**src/sv/ppp_pkg.sv**
```systemverilog
// Package with constants, types and helpers of the point projector.
package ppp_pkg;

  localparam int unsigned CoordW = 16;
  localparam int unsigned RowW = 48;
  localparam int unsigned DotW = 32;
  localparam int unsigned DepthShift = 15;
  localparam int unsigned AxisShift = 7;
  localparam int unsigned AxisW = DotW - AxisShift;
  localparam int unsigned DepthW = DotW - DepthShift;
  localparam logic [CoordW-1:0] CenterX = 16'd160;
  localparam logic [CoordW-1:0] CenterY = 16'd100;

  localparam logic [2:0] RegCamX = 3'd0;
  localparam logic [2:0] RegCamY = 3'd1;
  localparam logic [2:0] RegCamZ = 3'd2;
  localparam logic [2:0] RegRowX = 3'd3;
  localparam logic [2:0] RegRowY = 3'd4;
  localparam logic [2:0] RegRowD = 3'd5;

  typedef struct packed {
    logic signed [AxisW-1:0]  ax;
    logic signed [AxisW-1:0]  ay;
    logic        [DepthW-1:0] depth;
  } proj_t;

  typedef struct packed {
    logic [CoordW-1:0] sx;
    logic [CoordW-1:0] sy;
    logic [CoordW-1:0] pd;
  } result_t;

endpackage

```
**src/sv/ppp_div.sv**
```systemverilog
// Pipelined restoring divider for both screen axes, one quotient bit per stage.
module ppp_div
  import ppp_pkg::*;
(
  input  logic    clk_i,
  input  logic    rst_ni,
  input  logic    en_i,
  input  logic    valid_i,
  input  proj_t   proj_i,
  output logic    valid_o,
  output result_t res_o
);

  localparam int unsigned Steps = AxisW;

  logic [Steps:0]        v_q;
  logic [AxisW-1:0]      qx_q [Steps+1];
  logic [AxisW-1:0]      qy_q [Steps+1];
  logic [DepthW-1:0]     rx_q [Steps+1];
  logic [DepthW-1:0]     ry_q [Steps+1];
  logic [DepthW-1:0]     d_q  [Steps+1];
  logic [Steps:0]        nx_q, ny_q;

  always_ff @(posedge clk_i or negedge rst_ni) begin
    if (!rst_ni) begin
      v_q <= '0;
    end else if (en_i) begin
      v_q <= {v_q[Steps-1:0], valid_i};
    end
  end

  always_ff @(posedge clk_i) begin
    if (en_i) begin
      nx_q[0] <= proj_i.ax[AxisW-1];
      ny_q[0] <= proj_i.ay[AxisW-1];
      qx_q[0] <= proj_i.ax[AxisW-1] ? AxisW'(-proj_i.ax) : proj_i.ax;
      qy_q[0] <= proj_i.ay[AxisW-1] ? AxisW'(-proj_i.ay) : proj_i.ay;
      rx_q[0] <= '0;
      ry_q[0] <= '0;
      d_q[0]  <= proj_i.depth;
      for (int s = 0; s < Steps; s++) begin
        logic [DepthW:0] tx, ty;
        tx = {rx_q[s], qx_q[s][AxisW-1]};
        ty = {ry_q[s], qy_q[s][AxisW-1]};
        if (tx >= {1'b0, d_q[s]}) begin
          rx_q[s+1] <= DepthW'(tx - {1'b0, d_q[s]});
          qx_q[s+1] <= {qx_q[s][AxisW-2:0], 1'b1};
        end else begin
          rx_q[s+1] <= DepthW'(tx);
          qx_q[s+1] <= {qx_q[s][AxisW-2:0], 1'b0};
        end
        if (ty >= {1'b0, d_q[s]}) begin
          ry_q[s+1] <= DepthW'(ty - {1'b0, d_q[s]});
          qy_q[s+1] <= {qy_q[s][AxisW-2:0], 1'b1};
        end else begin
          ry_q[s+1] <= DepthW'(ty);
          qy_q[s+1] <= {qy_q[s][AxisW-2:0], 1'b0};
        end
        d_q[s+1]  <= d_q[s];
        nx_q[s+1] <= nx_q[s];
        ny_q[s+1] <= ny_q[s];
      end
    end
  end

  logic [AxisW-1:0] fx, fy;
  assign fx = nx_q[Steps] ? AxisW'(-qx_q[Steps]) : qx_q[Steps];
  assign fy = ny_q[Steps] ? AxisW'(-qy_q[Steps]) : qy_q[Steps];
  assign valid_o = v_q[Steps];
  assign res_o.sx = fx[CoordW-1:0] + CenterX;
  assign res_o.sy = fy[CoordW-1:0] + CenterY;
  assign res_o.pd = d_q[Steps][CoordW-1:0];

endmodule

```
**config.mk**
```make
export PLATFORM = sky130hd
export DESIGN_NAME = ppp_div
export DESIGN_NICKNAME = d
export VERILOG_FILES = /design/src/sv/ppp_pkg.sv /design/src/sv/ppp_div.sv
export SDC_FILE = /design/constraint.sdc
export NUM_CORES = 2
export LEC_CHECK = 0
export ABC_AREA = 1
export BUFFER_PORTS_ARGS = -buffer_cell sky130_fd_sc_hd__buf_2
export CORE_ASPECT_RATIO = 1.2
export CORE_UTILIZATION = 66
export DETAILED_ROUTE_END_ITERATION = 8
export PLACE_DENSITY = 0.86
export SKIP_CTS_REPAIR_TIMING = 1
export SLEW_MARGIN = 20
export SYNTH_ARGS = -nofsm -noshare
export SYNTH_HDL_FRONTEND = slang
export SYNTH_SLANG_ARGS = --single-unit
```
**constraint.sdc**
```tcl
create_clock -name clk_i -period 4 [get_ports clk_i]
set_input_delay 0.4 -clock clk_i [delete_from_list [all_inputs] [get_ports clk_i]]
set_output_delay 0.4 -clock clk_i [all_outputs]
set_load 0.1 [all_outputs]
```
==> results by group <==
Timing
  – Final hold violation count: 1
  – Sum of negative setup slack: -0.4457 ns
  – Worst Tran Pin Value: 1.282 ns
  – Clk_skew: 0.1123 ns
  – Fin worst setup slack: -0.1150 ns
  – Slew margin rel.: 14.24%
  – Worst-case hold slack: -0.02746 ns
  – Final period util: 102.9%
  – Max Fclk: 0.2430 GHz
  – Setup violators final: 7
  – Slew Viols, Final: 0
  – Final worst path period need: 4.115 ns

Floorplan
  – Io pins: 120
  – Die area: 0.1941 mm²
  – Die W: 402.3 µm
  – Die Ht: 482.4 µm
  – Initial Utilization: 66.71%
  – Row count: 175
  – Core Footprint: 0.1903 mm²

Job
  – Max capacitance violation total: 0

Critical path
  – CP Class: reg2reg
  – Worst Path Buf+Inv: 2
  – Cell mode on critical path: nand2_1
  – Worst endpoint data arrival time: 4.79 ns
  – Critical path peak fanout: 19
  – Crit path largest cell delay: 0.57 ns
  – CP cell instances: inv_1 > ha_1 > nand2_1 > inv_1 > nand2_1 > nand2_1 > a21oi_1 > nand2_1 > nand2_2 > nand2_2 > nand2_1 > nand2_1
  – CP Launch Type: flop
  – Required time worst endpoint: 4.67 ns
  – Crit end category: flop
  – Critical-path top delay cell: inv_1
  – Delay-heaviest family, CP: simple AND/OR/NAND/NOR gates

Clock tree
  – CTS tree: yes
  – CTS buffer count: 215
  – Clock sinks: 2257
  – Max clock buf depth: 3
  – Root Driver: clkbuf_16
  – H-tree depth: 4
  – Worst skew pair latency: 0.99 ns
  – Clock transition at path regs: 0.08 ns

Yosys
  – Synth unique cells: 56
  – Mapped Cells: 13446
  – #FFs+latches synth: 2257
  – Register area share after synthesis: 53.28%
  – Net Count, Synth: 14389
  – Cell area after synthesis: 0.1269 mm²
  – Post-synth EDFFs: 2229
  – Syn. warnings: 0
  – Mean Syn Cell Area: 9.440 µm²
  – Share of flip-flops with an asynchronous set or reset: 1.152%
  – Main flop type after synthesis: edfxtp_1

Power and ir drop
  – Leak: 0.06318 µW
  – Max VDD drop: 723.8 µV
  – Pwr/cell area: 757.6 mW/mm²

Global route
  – Largest net degree at the start of global routing: 194
  – Total global-route track usage: 40.90%
  – GR Overflow Total: 0
  – Number of global-route vias before repair: 99724
  – Initial antenna violation count: 36
  – First-pass GRT wire length: 589.8 mm

Placement
  – Final Wtd Congestion: 1.085
  – PortBufs: 119
  – DP HPWL: 291.7 mm
  – DP Worst Slack: 0.7217 ns
  – Placed inst area: 0.1299 mm²

Detailed routing
  – Final wirelength: 406.1 mm
  – Pre-antenna DRT Iters: 9
  – Wire length per cell: 24.82 µm
  – Drt via density: 6.229
  – Detailed router's first-iteration violation count: 11875
  – Total number of vias: 101930
  – # DRC: 382
  – Final antenna-violating net count: 0

Layout
  – Design area: 0.1383 mm²
  – Final Util: 72.69%
  – Area Overhead vs Synth: 8.966%
  – Most common cell after layout, fill and taps aside: nand2_1
  – Most frequent cells in the layout: nand2_1, edfxtp_1, inv_1
  – Final nets: 14609
  – Layout cell share with drive strength beyond 1: 5.012%

Min path
  – Worst min path class: in2reg

Outcome
  – Violated checks: design-rule violations, negative hold slack, negative setup slack
  – Status: complete, but fails checks
[layout make-up]
| cell class | count | area (µm²) |
|---|---|---|
| clock buffers | 248 | 5574 |
| clock inverters | 151 | 2004 |
| inverters | 1638 | 6150 |
| well taps | 2478 | 3100 |
| flip-flops and latches | 2257 | 67620 |
| multi-input cells | 9297 | 51740 |
| repair buffers | 257 | 2032 |
| diodes | 37 | 92.59 |
| fillers | 13193 | 51960 |
[registers in the layout, summed over array words and instances (netlist names)]
name	flops
ry_q	408
nx_q	26
d_q	441
ny_q	26
v_q	26
qx_q	461
rx_q	408
qy_q	461
[path summary, 6_finish.rpt]
path,start,to,slack [ns],cells past startpoint
min,proj_i[21],qy_q[0][4]$_DFFE_PP_,-0.03,2
min in group asynchronous,rst_ni,v_q[22]$_DFFE_PN0P_,0.02,2
max reg2reg,d_q[0][132]$_DFFE_PP_,rx_q[0][147]$_DFFE_PP_,-0.12,12
max in group asynchronous,rst_ni,v_q[9]$_DFFE_PN0P_,3.56,2
min reg2reg,qx_q[0][98]$_DFFE_PP_,qx_q[0][124]$_DFFE_PP_,0.36,0
max,d_q[0][132]$_DFFE_PP_,rx_q[0][147]$_DFFE_PP_,-0.12,12
[through the flow]
stage	power (µW)	hold slack, ns	cells
final	104800	-0.02746	16363
after global routing	110000	0.006467	16340
after CTS	102700	-0.5371	16261
after detailed placement	80240	0.4045	15862
after global placement	79030	0.3994	15862
after floorplan	67010	0.1044	13446
[cells by family after synthesis]
logic type                 share of synthesized area, %
adders and majority gates                         8.868
AOI/OAI and AO/OA                                 6.695
buffers and inverters                             5.997
xor gates and xnor gates                          3.823
DFF                                               53.28
and+or+nand+nor                                   21.34
[routing by layer]
| layer | up-vias | part of all wire, % | global-route usage, % |
|---|---|---|---|
| li1 | 45821 | - | - |
| met1 | 47179 | 32 | 40.63 |
| met2 | 6471 | 47 | 68.60 |
| met3 | 2439 | 8.4 | 9.824 |
| met4 | 20 | 12 | 42.30 |
| met5 | - | 0.076 | 0.4142 |
[report_power, final]
| part | internal (µW) | switching [µW] |
|---|---|---|
| Sequential | 33300 | 4970 |
| Combinational | 14500 | 29900 |
| Clock | 12300 | 9760 |
[synthesized netlist by cell type, types with 17 or more instances]
library cell	instances	area (µm²)
clkbuf_1	66	247.7
buf_6	29	326.6
o21ai_0	224	1121
nand2_1	3971	14910
nand2_4	23	259.0
nand3b_1	45	337.8
a21o_1	112	840.8
xor2_1	424	3714
dfrtp_1	26	650.6
xnor2_1	130	1139
nand2_2	21	131.4
edfxtp_1	2229	66930
o211ai_1	20	150.1
nand4_1	55	344.1
nand3_1	1318	6596
o21ai_1	73	365.4
nor3_1	188	940.9
a21oi_1	660	3303
o21ai_2	17	148.9
o21bai_1	198	1486
inv_1	1637	6145
nor4_1	24	150.1
nor2_1	759	2849
fa_1	46	920.9
buf_2	116	580.6
ha_1	826	10330
buf_4	39	292.8
Power figures use the tool's default switching activity.
